===== config.mk =====
export PLATFORM = sky130hd
export DESIGN_NAME = hamming_best_match_ratio_test_unit
export DESIGN_NICKNAME = d
export VERILOG_FILES = /design/src/sv/hbm_pkg.sv /design/src/sv/hbm_ctrl.sv /design/src/sv/hbm_dp.sv /design/src/sv/hamming_best_match_ratio_test_unit.sv
export SDC_FILE = /design/constraint.sdc
export NUM_CORES = 1
export LEC_CHECK = 0
export BUFFER_PORTS_ARGS = -buffer_cell sky130_fd_sc_hd__buf_2
export CORE_MARGIN = 4
export CORE_UTILIZATION = 41
export DETAILED_ROUTE_END_ITERATION = 6
export GPL_ROUTABILITY_DRIVEN = 0
export SYNTH_ARGS = -nofsm -noshare
export SYNTH_HDL_FRONTEND = slang
export SYNTH_HIERARCHICAL = 1
export SYNTH_SLANG_ARGS = --single-unit

===== constraint.sdc =====
create_clock -name i_clk -period 22.4 [get_ports i_clk]
set_input_delay 5.6 -clock i_clk [delete_from_list [all_inputs] [get_ports i_clk]]
set_output_delay 5.6 -clock i_clk [all_outputs]
set_load 0.005 [all_outputs]

===== src/sv/hbm_pkg.sv =====
// shared types, constants and popcount helpers for the hamming best-match unit
`default_nettype none

package hbm_pkg;

    localparam int DESC_WORDS = 4;
    localparam int INDEX_BITS = 12;
    localparam int IN_WORDS   = 4;
    localparam int USED_WORDS = (DESC_WORDS < IN_WORDS) ? DESC_WORDS : IN_WORDS;
    localparam int WSEL_W     = 2;
    localparam int CNT_W      = 2;
    localparam int DIST_W     = 9;
    localparam int Q_SHIFT    = 8;
    localparam int PROD_W     = 2 * DIST_W;

    localparam logic [DIST_W-1:0] NO_DISTANCE = DIST_W'(256);
    localparam logic [DIST_W-1:0] MAX_DIST_RST = DIST_W'(100);
    localparam logic [DIST_W-1:0] RATIO_RST    = DIST_W'(204);

    // input op codes
    localparam logic OP_QUERY = 1'b0;
    localparam logic OP_CAND  = 1'b1;

    // verdict codes
    localparam logic [1:0] ST_MATCH     = 2'd0;
    localparam logic [1:0] ST_NO_CAND   = 2'd1;
    localparam logic [1:0] ST_TOO_FAR   = 2'd2;
    localparam logic [1:0] ST_RATIO_BAD = 2'd3;

    // configuration register indexes
    localparam logic REG_MAX_DIST = 1'b0;
    localparam logic REG_RATIO    = 1'b1;

    localparam logic [31:0] M55 = 32'h5555_5555;
    localparam logic [31:0] M33 = 32'h3333_3333;
    localparam logic [31:0] M0F = 32'h0F0F_0F0F;

    typedef struct packed {
        logic        op;
        logic [63:0] desc_word0;
        logic [63:0] desc_word1;
        logic [63:0] desc_word2;
        logic [63:0] desc_word3;
        logic [1:0]  query_word_sel;
        logic [11:0] cand_index;
        logic        cand_valid;
        logic        last_candidate;
    } t_in_word;

    typedef struct packed {
        logic [1:0]  status;
        logic [11:0] match_index;
        logic [8:0]  match_distance;
        logic [8:0]  runner_up_distance;
    } t_out_word;

    typedef struct packed {
        logic             load_query;
        logic             capture;
        logic             acc_en;
        logic [CNT_W-1:0] word_sel;
        logic             update;
        logic             mult;
        logic             finish;
    } t_dp_cmd;

    typedef struct packed {
        logic item_op;
        logic item_valid;
        logic item_last;
        logic held_last;
    } t_dp_stat;

    function automatic logic [5:0] f_pop32(input logic [31:0] v);
        logic [31:0] a;
        logic [31:0] b;
        logic [31:0] c;
        a = v - ((v >> 1) & M55);
        b = (a & M33) + ((a >> 2) & M33);
        c = (b + (b >> 4)) & M0F;
        return 6'(c[7:0] + c[15:8] + c[23:16] + c[31:24]);
    endfunction

    function automatic logic [6:0] f_pop64(input logic [63:0] v);
        return 7'(f_pop32(v[31:0])) + 7'(f_pop32(v[63:32]));
    endfunction

endpackage

`default_nettype wire


===== src/sv/hbm_ctrl.sv =====
// sequencer for query loads, per-word distance passes and the verdict
`default_nettype none

module hbm_ctrl (
    input  wire logic             i_clk,
    input  wire logic             i_rst_n,
    input  wire logic             start,
    output logic                  busy,
    input  wire hbm_pkg::t_dp_stat i_stat,
    output hbm_pkg::t_dp_cmd      o_cmd
);
    import hbm_pkg::*;

    localparam logic [2:0] S_IDLE = 3'd0;
    localparam logic [2:0] S_DIST = 3'd1;
    localparam logic [2:0] S_UPD  = 3'd2;
    localparam logic [2:0] S_MUL  = 3'd3;
    localparam logic [2:0] S_FIN  = 3'd4;

    localparam logic [CNT_W-1:0] LAST_WORD = CNT_W'(USED_WORDS - 1);

    logic [2:0]       r_state;
    logic [2:0]       n_state;
    logic [CNT_W-1:0] r_cnt;
    logic [CNT_W-1:0] n_cnt;

    always_ff @(posedge i_clk) begin
        if (!i_rst_n) begin
            r_state <= S_IDLE;
            r_cnt   <= '0;
        end else begin
            r_state <= n_state;
            r_cnt   <= n_cnt;
        end
    end

    always_comb begin
        n_state = r_state;
        n_cnt   = r_cnt;
        o_cmd   = '0;
        o_cmd.word_sel = r_cnt;
        case (r_state)
            S_IDLE: begin
                if (start) begin
                    if (i_stat.item_op == OP_QUERY) begin
                        o_cmd.load_query = 1'b1;
                    end else begin
                        o_cmd.capture = 1'b1;
                        n_cnt = '0;
                        if (i_stat.item_valid) begin
                            n_state = S_DIST;
                        end else if (i_stat.item_last) begin
                            n_state = S_MUL;
                        end
                    end
                end
            end
            S_DIST: begin
                o_cmd.acc_en = 1'b1;
                if (r_cnt == LAST_WORD) begin
                    n_state = S_UPD;
                end else begin
                    n_cnt = r_cnt + CNT_W'(1);
                end
            end
            S_UPD: begin
                o_cmd.update = 1'b1;
                n_state = i_stat.held_last ? S_MUL : S_IDLE;
            end
            S_MUL: begin
                o_cmd.mult = 1'b1;
                n_state = S_FIN;
            end
            S_FIN: begin
                o_cmd.finish = 1'b1;
                n_state = S_IDLE;
            end
            default: begin
                n_state = S_IDLE;
            end
        endcase
    end

    assign busy = (r_state != S_IDLE);

endmodule

`default_nettype wire


===== src/sv/hbm_dp.sv =====
// query store, distance accumulator, best-two tracking and verdict register
`default_nettype none

module hbm_dp (
    input  wire logic                          i_clk,
    input  wire logic                          i_rst_n,
    input  wire hbm_pkg::t_in_word             i_in,
    input  wire logic [hbm_pkg::DIST_W-1:0]    i_max_dist,
    input  wire logic [hbm_pkg::DIST_W-1:0]    i_ratio_q8,
    input  wire hbm_pkg::t_dp_cmd              i_cmd,
    output hbm_pkg::t_dp_stat                  o_stat,
    output hbm_pkg::t_out_word                 o_out,
    output logic                               o_done
);
    import hbm_pkg::*;

    logic [63:0]           r_query [IN_WORDS];
    logic [63:0]           r_cand  [IN_WORDS];
    logic [INDEX_BITS-1:0] r_idx;
    logic                  r_last;
    logic [DIST_W-1:0]     r_acc;
    logic [DIST_W-1:0]     r_best;
    logic [DIST_W-1:0]     r_second;
    logic [INDEX_BITS-1:0] r_best_idx;
    logic                  r_have;
    logic [PROD_W-1:0]     r_prod;
    t_out_word             r_out;
    logic                  r_done;

    logic [6:0]        pop;
    logic [PROD_W-1:0] best_q;
    logic [1:0]        verdict;

    assign pop = f_pop64(r_query[i_cmd.word_sel] ^ r_cand[i_cmd.word_sel]);
    assign best_q = PROD_W'({r_best, Q_SHIFT'(0)});

    always_comb begin
        if (!r_have) begin
            verdict = ST_NO_CAND;
        end else if (r_best > i_max_dist) begin
            verdict = ST_TOO_FAR;
        end else if (best_q >= r_prod) begin
            verdict = ST_RATIO_BAD;
        end else begin
            verdict = ST_MATCH;
        end
    end

    // query words, candidate words, product and verdict register, no reset
    always_ff @(posedge i_clk) begin
        if (i_cmd.load_query && (32'(i_in.query_word_sel) < USED_WORDS)) begin
            r_query[i_in.query_word_sel] <= i_in.desc_word0;
        end
        if (i_cmd.capture) begin
            r_cand[0] <= i_in.desc_word0;
            r_cand[1] <= i_in.desc_word1;
            r_cand[2] <= i_in.desc_word2;
            r_cand[3] <= i_in.desc_word3;
            r_idx     <= INDEX_BITS'(i_in.cand_index);
        end
        if (i_cmd.mult) begin
            r_prod <= {DIST_W'(0), i_ratio_q8} * {DIST_W'(0), r_second};
        end
        if (i_cmd.finish) begin
            r_out.status             <= verdict;
            r_out.match_index        <= r_have ? 12'(r_best_idx) : 12'd0;
            r_out.match_distance     <= r_best;
            r_out.runner_up_distance <= r_second;
        end
    end

    always_ff @(posedge i_clk) begin
        if (!i_rst_n) begin
            r_last     <= 1'b0;
            r_acc      <= '0;
            r_best     <= NO_DISTANCE;
            r_second   <= NO_DISTANCE;
            r_best_idx <= '0;
            r_have     <= 1'b0;
            r_done     <= 1'b0;
        end else begin
            r_done <= i_cmd.finish;
            if (i_cmd.capture) begin
                r_last <= i_in.last_candidate;
                r_acc  <= '0;
            end else if (i_cmd.acc_en) begin
                r_acc <= r_acc + DIST_W'(pop);
            end
            if (i_cmd.update) begin
                if (r_acc < r_best) begin
                    r_second   <= r_best;
                    r_best     <= r_acc;
                    r_best_idx <= r_idx;
                    r_have     <= 1'b1;
                end else if (r_acc < r_second) begin
                    r_second <= r_acc;
                end
            end else if (i_cmd.finish) begin
                r_best     <= NO_DISTANCE;
                r_second   <= NO_DISTANCE;
                r_best_idx <= '0;
                r_have     <= 1'b0;
            end
        end
    end

    assign o_stat.item_op    = i_in.op;
    assign o_stat.item_valid = i_in.cand_valid;
    assign o_stat.item_last  = i_in.last_candidate;
    assign o_stat.held_last  = r_last;
    assign o_out             = r_out;
    assign o_done            = r_done;

    a_best_le_second: assert property (@(posedge i_clk) disable iff (!i_rst_n)
        r_best <= r_second)
        else $error("best distance above runner-up");

    a_empty_search: assert property (@(posedge i_clk) disable iff (!i_rst_n)
        !r_have |-> (r_best == NO_DISTANCE) && (r_second == NO_DISTANCE)
                    && (r_best_idx == '0))
        else $error("search state not clear without a best");

    a_done_single: assert property (@(posedge i_clk) disable iff (!i_rst_n)
        r_done |=> !r_done)
        else $error("verdict strobe held for two cycles");

endmodule

`default_nettype wire


===== src/sv/hamming_best_match_ratio_test_unit.sv =====
// top level: hamming nearest-neighbor search with ratio test and register port
//
//  channel   handshake                        payload
//  -------   ------------------------------   ---------------------------
//  input     start, busy (taken: start&!busy) i_in  (t_in_word)
//  result    o_done (one-cycle strobe)        o_out (t_out_word)
//  config    psel, penable, pwrite, pready    paddr, pwdata, prdata
//
// a query word load leaves busy low
// a candidate word is captured, then takes one 64-bit popcount
//   per cycle through the shared popcount unit, then the best-two update
// the word that closes a list adds the ratio multiply and verdict states; the
//   result strobe comes in the cycle after the verdict state, busy already low
// reset is synchronous, active low; it restores both registers and clears
//   the search state; query words hold garbage until loaded
// the receiver cannot stall: o_done is high for a single cycle; o_out holds the result until the next verdict
`default_nettype none

module hamming_best_match_ratio_test_unit (
    input  wire logic               i_clk,
    input  wire logic               i_rst_n,
    // input word channel
    input  wire logic               start,
    output logic                    busy,
    input  wire hbm_pkg::t_in_word  i_in,
    // result channel
    output logic                    o_done,
    output hbm_pkg::t_out_word      o_out,
    // configuration port
    input  wire logic               psel,
    input  wire logic               penable,
    input  wire logic               pwrite,
    input  wire logic [2:0]         paddr,
    input  wire logic [31:0]        pwdata,
    output logic [31:0]             prdata,
    output logic                    pready
);
    import hbm_pkg::*;

    // configuration registers
    logic [DIST_W-1:0] r_max_dist;
    logic [DIST_W-1:0] r_ratio_q8;
    logic              reg_sel;
    logic              cfg_wr;

    t_dp_cmd  cmd;
    t_dp_stat stat;

    assign pready  = 1'b1;
    assign reg_sel = paddr[2];
    // write completes in the access phase
    assign cfg_wr  = psel && penable && pwrite && pready;

    always_ff @(posedge i_clk) begin
        if (!i_rst_n) begin
            r_max_dist <= MAX_DIST_RST;
            r_ratio_q8 <= RATIO_RST;
        end else if (cfg_wr) begin
            case (reg_sel)
                REG_MAX_DIST: r_max_dist <= pwdata[DIST_W-1:0];
                REG_RATIO:    r_ratio_q8 <= pwdata[DIST_W-1:0];
                default:      ;
            endcase
        end
    end

    // read-back of the selected register
    always_comb begin
        case (reg_sel)
            REG_MAX_DIST: prdata = 32'(r_max_dist);
            REG_RATIO:    prdata = 32'(r_ratio_q8);
            default:      prdata = '0;
        endcase
    end

    // sequencer: accepts words, steps through descriptor words, closes lists
    hbm_ctrl u_ctrl (
        .i_clk   (i_clk),
        .i_rst_n (i_rst_n),
        .start   (start),
        .busy    (busy),
        .i_stat  (stat),
        .o_cmd   (cmd)
    );

    // datapath: query store, popcount accumulate, best-two, verdict
    hbm_dp u_dp (
        .i_clk      (i_clk),
        .i_rst_n    (i_rst_n),
        .i_in       (i_in),
        .i_max_dist (r_max_dist),
        .i_ratio_q8 (r_ratio_q8),
        .i_cmd      (cmd),
        .o_stat     (stat),
        .o_out      (o_out),
        .o_done     (o_done)
    );

endmodule

`default_nettype wire

==> results.py, run 1 <==
metrics = {
    "cts": {
        "cts.sink_count": 639,
        "holdBufCountCts": 0,
        "postCtsSetupRepairBufs": 0,
        "path_clk_slew_ns": 0.06,
        "cts_resized": 0,
        "cts_tree": "yes",
        "h-tree-depth": 3,
        "cts-root-buf": "clkbuf_16",
        "clk_path_buf_depth": 3,
        "clkLatencyLatePin_ns": 0.62,
        "tritoncts.num_buffers": 73,
    },
    "floorplan": {
        "core_region_area_mm2": 0.0803,
        "i_o_pins": 381,
        "placementRows": 104,
        "effective_utilization_at_floorplan_pct": 41.3,
        "dieHeight_um": 292,
        "die_width_um": 292,
        "floorplan.die_area_mm2": 0.0855,
    },
    "power_and_ir_drop": {
        "swShare_pct": 40.5,
        "internal_power_mw": 3.86,
        "clkPwrFrac_pct": 18.0,
        "p_seq_share_pct": 21.2,
        "cellPowerDensity_mw_per_mm2": 169,
        "total_leakage_power_nw": 15.1,
        "power.ir.vdd_worst_mv": 0.839,
        "power.share.combinational_pct": 60.9,
        "p_sw_mw": 2.62,
    },
    "routing": {
        "vias_per_cell": 4.94,
        "drt-wirelength-per-cell_um": 19.4,
        "ant_nets": 0,
        "num_vias": 19451,
        "number_of_optimization_iterations_in_the_first_detailed_route_pass": 5,
        "postRouteWirelength_um": 76400,
        "dr.first_iter.drc_count": 1070,
        "remaining_drc_errors": 0,
    },
    "synthesis": {
        "avgSynthCellArea_um2": 13.6,
        "netlist_cell_types": 90,
        "synth.ff_latch_count": 639,
        "synth_warnings": 6,
        "synth-edff-count": 574,
        "dominantRegCellSynth": "edfxtp_1",
        "synth_seq_area_share_pct": 55.9,
        "synthesis.instances": 2445,
        "post_synth_instance_area_mm2": 0.0332,
        "postSynth.asyncResetShare_pct": 0,
    },
    "place": {
        "dp_hpwl_um": 54900,
        "placed_cells": 3792,
        "numPortBuffers": 331,
    },
    "timing": {
        "final_setup_viols": 0,
        "worst_slew_margin_rel_pct": 17.2,
        "report.final.hold_viol_count": 0,
        "max_clock_freq_mhz": 83.2,
        "timing.final.max_slew_violations": 0,
        "worst_slew_pin_slew_ns": 1.24,
        "finalCritPeriodShare_pct": 53.7,
        "fin_setup_tns_ns": 0,
        "grt_setup_unrepaired": "false",
        "final_period_minus_worst_setup_slack_ns": 12.02,
        "fin_skew_ns": 0.0273,
    },
    "setup_path": {
        "worst_setup_path_end_kind": "output port",
        "ff2ff_setup_slack_ns": 12.39,
        "critical_path_arrival_ns": 6.42,
        "worstSetupStartpointType": "primary input",
        "regToRegEndpoint": "u_dp/r_acc[8]$_SDFFE_PP0P_",
        "r2r_start": "u_ctrl/r_cnt[0]$_SDFFE_PN0P_",
        "timing.reg2reg.worst_path_depth": 36,
        "required_ns": 16.80,
        "path_max_fanout": 13,
        "worstSetupPathType": "primary input to output port",
    },
    "min_path": {
        "worst_hold_path.num_cells": 1,
        "min_to": "u_dp/r_best_idx[1]$_SDFFE_PN0P_",
        "hold_class": "register to register",
        "min_from": "u_dp/r_idx[1]$_DFFE_PP_",
    },
    "global_routing": {
        "grt_antenna_before_repair": 16,
        "gr-total-overflow": 0,
        "grt_use_total_pct": 17.6,
        "first_global_vias": 20620,
        "maximum_number_of_pins_on_one_net_before_global_route_repair": 82,
        "grt_pass1_wl_um": 116000,
    },
    "status": {
        "outcome": "finished clean",
    },
    "run": {
        "drv.max_cap_violation_count": 0,
    },
    "layout": {
        "layout_overhead_on_the_synthesized_area_pct": 15.6,
        "final_cell_mix": "574 x edfxtp_1, 331 x buf_2, 237 x inv_1, 214 x xnor2_1, 211 x ha_1",
        "stdcell_count": 3937,
        "nets": 3433,
        "most_common_cell_after_layout_fill_and_taps_aside": "edfxtp_1",
        "share_of_cells_above_drive_strength_1_pct": 19.2,
    },
}
-- flip-flops by register name, summed over array words and instances, names as in the netlist, 12 cells and up --
register and flops:
u_dp/r_query 256, u_dp/o_out 32, u_dp/r_best_idx 12, u_dp/r_cand 256, u_dp/r_prod 18, u_dp/r_idx 12
-- synthesized netlist by cell type (all sizes together) (7+ instances only) --
library cell | n | area (um^2)
inv | 239 | 897
fa | 101 | 2020
ha | 211 | 2640
a21oi | 43 | 219
mux2 | 9 | 101
o21ai | 49 | 245
mux4 | 31 | 698
nand2 | 115 | 432
or2 | 29 | 181
edfxtp | 574 | 17200
o211ai | 7 | 52.6
a21boi | 11 | 82.6
xor2 | 123 | 1080
buf | 43 | 323
a221o | 9 | 90.1
and3 | 8 | 50.1
a31oi | 7 | 50.1
nor2 | 121 | 454
nand3 | 14 | 70.1
nor2b | 31 | 194
a22o | 20 | 175
nor3 | 15 | 80.1
dfxtp | 65 | 1300
nor3b | 8 | 60.1
a211oi | 65 | 488
or3 | 7 | 48.8
clkbuf | 43 | 161
xnor2 | 214 | 1870
mux2i | 28 | 280
a21o | 30 | 225
nand4 | 11 | 75.1
nand2b | 20 | 125
and2 | 56 | 353
-- metal layers --
layer  part of all wire, %  up-vias  track usage [%]
met5                 0.027        -                0
li1                      -     9355                -
met1                    40     9553             20.3
met2                    52      405             31.7
met3                   4.5      134             3.56
met4                   4.2        4             7.95
-- worst max path at each step --
stage	startpoint	end	depth (start not counted)
floorplan	i_in[272]	u_dp/r_acc[3]$_SDFFE_PP0P_	6
global placement	paddr[2]	prdata[3]	3
detailed placement	paddr[2]	prdata[7]	3
CTS	paddr[2]	prdata[7]	3
global route	paddr[2]	prdata[7]	3
finish	paddr[2]	prdata[7]	3
-- power by group through the flow --
stage                     combinational (mW)  sequential, mW  clock [mW]
after floorplan                         3.11            1.40           0
after global placement                  3.85            1.40           0
after detailed placement                3.95            1.40           0
after CTS                               3.99            1.37        1.20
after global routing                    4.50            1.38        1.25
final                                   3.94            1.37        1.16
-- metrics by stage --
step	hold slack [ns]	setup WS [ns]	area, um^2	power, mW	util (%)
floorplan	0.406	4.26	33200	4.51	-
global placement	0.442	10.38	35900	5.25	44.8
detailed placement	0.443	10.37	35900	5.35	44.8
CTS	0.456	10.37	38300	6.57	47.7
global route	0.473	10.33	38300	7.13	47.7
finish	0.453	10.38	38300	6.47	47.7
-- layout make-up --
type / instances / area [um^2]
fill: 7058 / 42000
inverter: 240 / 907
timing repair buffer: 351 / 1810
multi-input combinational: 1502 / 13400
tap: 1060 / 1330
sequential: 639 / 18500
antenna: 14 / 35.0
clock buffer: 96 / 1950
clock inverter: 35 / 389
-- cells by family (layout without fill, tap and decap cells) --
family / Yosys count / in the layout / synth area share, %
AOI/OAI and AO/OA: 300 / 300 / 6.61
xor gates and xnor gates: 337 / 337 / 8.90
adders and majority gates: 312 / 312 / 14.1
buffers and inverters: 326 / 722 / 4.18
DFF: 639 / 639 / 55.9
muxes: 68 / 68 / 3.26
other: 2 / 38 / 0.0226
and+or+nand+nor: 461 / 461 / 7.06
-- critical path, stage by stage --
cell and delay [ns]:
buf_2 0.28, mux2_2 0.40, buf_2 0.13
Power figures use the tool's default switching activity.
==> run 2, diff against run 1 <==
--- a/config.mk
+++ b/config.mk
@@ -5,6 +5,7 @@
 export SDC_FILE = /design/constraint.sdc
 export NUM_CORES = 1
 export LEC_CHECK = 0
+export ABC_AREA = 1
 export BUFFER_PORTS_ARGS = -buffer_cell sky130_fd_sc_hd__buf_2
 export CORE_MARGIN = 4
 export CORE_UTILIZATION = 41
==> constraint.sdc (replaced) <==
create_clock -name i_clk -period 11.65 [get_ports i_clk]
set_input_delay 2.9125 -clock i_clk [delete_from_list [all_inputs] [get_ports i_clk]]
set_output_delay 2.9125 -clock i_clk [all_outputs]
set_load 0.005 [all_outputs]
==> run 2 against run 1 <==
Compared with the run above: utilization is 0.42 points lower; count of clock-buffer cells in the layout fell by 2; global-route usage is 1.4 points higher; synthesized cell count increased by 46%; hold slack better by 0.0075 ns; clock skew up 0.0076 ns; area after synthesis is 5.9% higher; highest routed layer unchanged.
==> results.py, run 2 <==
metrics = {
    "setup_path": {
        "critical_path_arrival_ns": 9.89,
        "worstSetupStartpointType": "register",
        "bufs_and_invs_on_worst_path": 7,
        "critical_path.most_common_cell": "fa_1",
        "worstSetupStartpoint": "u_ctrl/r_cnt[1]$_SDFFE_PN0P_",
        "r2r_start": "u_ctrl/r_cnt[1]$_SDFFE_PN0P_",
        "path_max_fanout": 47,
        "required_ns": 12.15,
        "worst_setup_path_end_kind": "register",
        "crit_path_max_delay_cell_type": "dfxtp_4",
        "timing.critical_path.slowest_cell_delay_ns": 0.81,
        "critPathTopFamily": "adder cells",
        "worstSetupPathType": "register to register",
    },
    "layout": {
        "nFillCells": 7968,
        "most_common_cell_after_layout_fill_and_taps_aside": "nand2_1",
        "layout.core_utilization_pct": 47.3,
        "share_of_cells_above_drive_strength_1_pct": 12.8,
        "nets": 4519,
        "final_cell_mix": "891 x nand2_1, 574 x edfxtp_1, 549 x inv_1, 331 x buf_2, 283 x nor2_1",
        "layout_overhead_on_the_synthesized_area_pct": 14.5,
    },
    "timing": {
        "worst_slew_margin_rel_pct": 32.1,
        "fin_setup_tns_ns": 0,
        "finalCritPeriodShare_pct": 80.6,
        "timing.final.max_slew_violations": 0,
        "grt_setup_unrepaired": "false",
        "worst_slew_pin_slew_ns": 1.02,
        "final_period_minus_worst_setup_slack_ns": 9.39,
        "report.final.hold_viol_count": 0,
        "final_setup_viols": 0,
        "max_clock_freq_mhz": 107,
        "fin_skew_ns": 0.0349,
    },
    "global_routing": {
        "first_global_vias": 23764,
        "grt_antenna_before_repair": 16,
        "grt.met1_usage_pct": 23.5,
        "grt_pass1_wl_um": 133000,
        "global_route.peak_usage_layer": "met2",
        "grt_use_total_pct": 19.0,
        "gr-usage-met3_pct": 2.97,
        "maximum_number_of_pins_on_one_net_before_global_route_repair": 146,
        "gr-total-overflow": 0,
        "grt_use_met2_pct": 34.3,
    },
    "routing": {
        "remaining_drc_errors": 0,
        "drt-wirelength-per-cell_um": 17.1,
        "ant_nets": 0,
        "number_of_optimization_iterations_in_the_first_detailed_route_pass": 6,
        "num_vias": 24471,
        "vias_per_cell": 4.80,
        "dr.first_iter.drc_count": 1458,
        "postRouteWirelength_um": 87200,
    },
    "min_path": {
        "min_from": "u_dp/r_best_idx[6]$_SDFFE_PN0P_",
        "hold_class": "register to register",
    },
    "cts": {
        "clkLatencyLatePin_ns": 0.63,
        "cts_resized": 0,
        "cts-root-buf": "clkbuf_16",
        "clk_path_buf_depth": 3,
        "tritoncts.num_buffers": 72,
        "postCtsSetupRepairBufs": 0,
        "h-tree-depth": 3,
        "cts.sink_count": 639,
        "path_clk_slew_ns": 0.06,
        "cts_tree": "yes",
        "holdBufCountCts": 0,
    },
    "synthesis": {
        "dominantRegCellSynth": "edfxtp_1",
        "synth_seq_area_share_pct": 52.8,
        "synth_warnings": 6,
        "synth_area_leader_cell": "edfxtp_1",
        "synth-edff-count": 574,
        "yosysMostFrequentCell": "nand2_1",
        "netlist_cell_types": 51,
        "synth.ff_latch_count": 639,
        "synth.area.top_cells": "edfxtp_1 49%, nand2_1 9.5%, ha_1 7.5%",
        "post_synth_most_frequent_cells": "891 x nand2_1, 574 x edfxtp_1, 549 x inv_1",
        "post_synth_instance_area_mm2": 0.0351,
        "avgSynthCellArea_um2": 9.83,
        "post-synth-top-area-fraction_pct": 49.1,
        "postSynth.asyncResetShare_pct": 0,
        "synthesis.instances": 3572,
    },
    "status": {
        "outcome": "finished clean",
    },
    "floorplan": {
        "placementRows": 107,
        "effective_utilization_at_floorplan_pct": 41.3,
        "floorplan.die_area_mm2": 0.0904,
        "die_width_um": 301,
        "core_region_area_mm2": 0.0850,
        "i_o_pins": 381,
        "dieHeight_um": 301,
    },
    "run": {
        "drv.max_cap_violation_count": 0,
    },
    "place": {
        "numPortBuffers": 331,
        "dp_hpwl_um": 62300,
    },
}
run 2: worst paths after layout:
check                                         end  slack [ns]  depth (start not counted)
hold / removal    u_dp/r_best_idx[6]$_SDFFE_PN0P_        0.46                          2
setup / recovery       u_dp/r_acc[8]$_SDFFE_PP0P_        2.26                         35
hold reg to reg   u_dp/r_best_idx[6]$_SDFFE_PN0P_        0.46                          2
setup reg to reg       u_dp/r_acc[8]$_SDFFE_PP0P_        2.26                         35
run 2: through the flow:
| stage | setup WS [ns] | instances | hold WS [ns] | instance area (um^2) |
|---|---|---|---|---|
| finish | 2.26 | 5103 | 0.461 | 40200 |
| global route | 1.74 | 5101 | 0.481 | 40200 |
| CTS | 2.21 | 5097 | 0.461 | 40200 |
| detailed placement | 2.18 | 4963 | 0.454 | 37800 |
| global placement | 2.27 | 4963 | 0.448 | 37800 |
| floorplan | 0.554 | 3594 | 0.429 | 35200 |
run 2: routing by layer:
layer / vias up / part of all wire (%)
met5: - / 0.070
met4: 10 / 2.5
met3: 125 / 5.1
met2: 581 / 51
met1: 11551 / 41
li1: 12204 / -
run 2: tightest hold or removal path: stages, from the launching register on:
cell	delay [ns]
dfxtp_1	0.30
nand2_1	0.06
a21oi_1	0.05
run 2: kinds of logic (layout without fill, tap and decap cells):
| logic type | count (synthesis) | after routing | synth area share (%) |
|---|---|---|---|
| simple gates | 1392 | 1392 | 16.0 |
| buf+inv | 699 | 1058 | 8.18 |
| flops | 639 | 639 | 52.8 |
| compound gates | 368 | 368 | 5.80 |
| fa+ha+maj | 312 | 312 | 13.3 |
| xor+xnor | 160 | 160 | 3.99 |
| other cells | 2 | 30 | 0.0214 |
run 2: layout make-up:
cell class	instances	area [um^2]	area share [%]
multi-input cells	2256	13800	34.4
well taps	1144	1430	3.56
clock buffers	94	1940	4.82
repair buffers	352	1830	4.54
inverters	572	2160	5.37
flip-flops and latches	639	18500	46.1
clock inverters	40	463	1.15
diodes	6	15.0	0.0373
Power of run 2 is not shown: default switching activity piles up to over one toggle a cycle in this logic, so the estimate is an artifact.
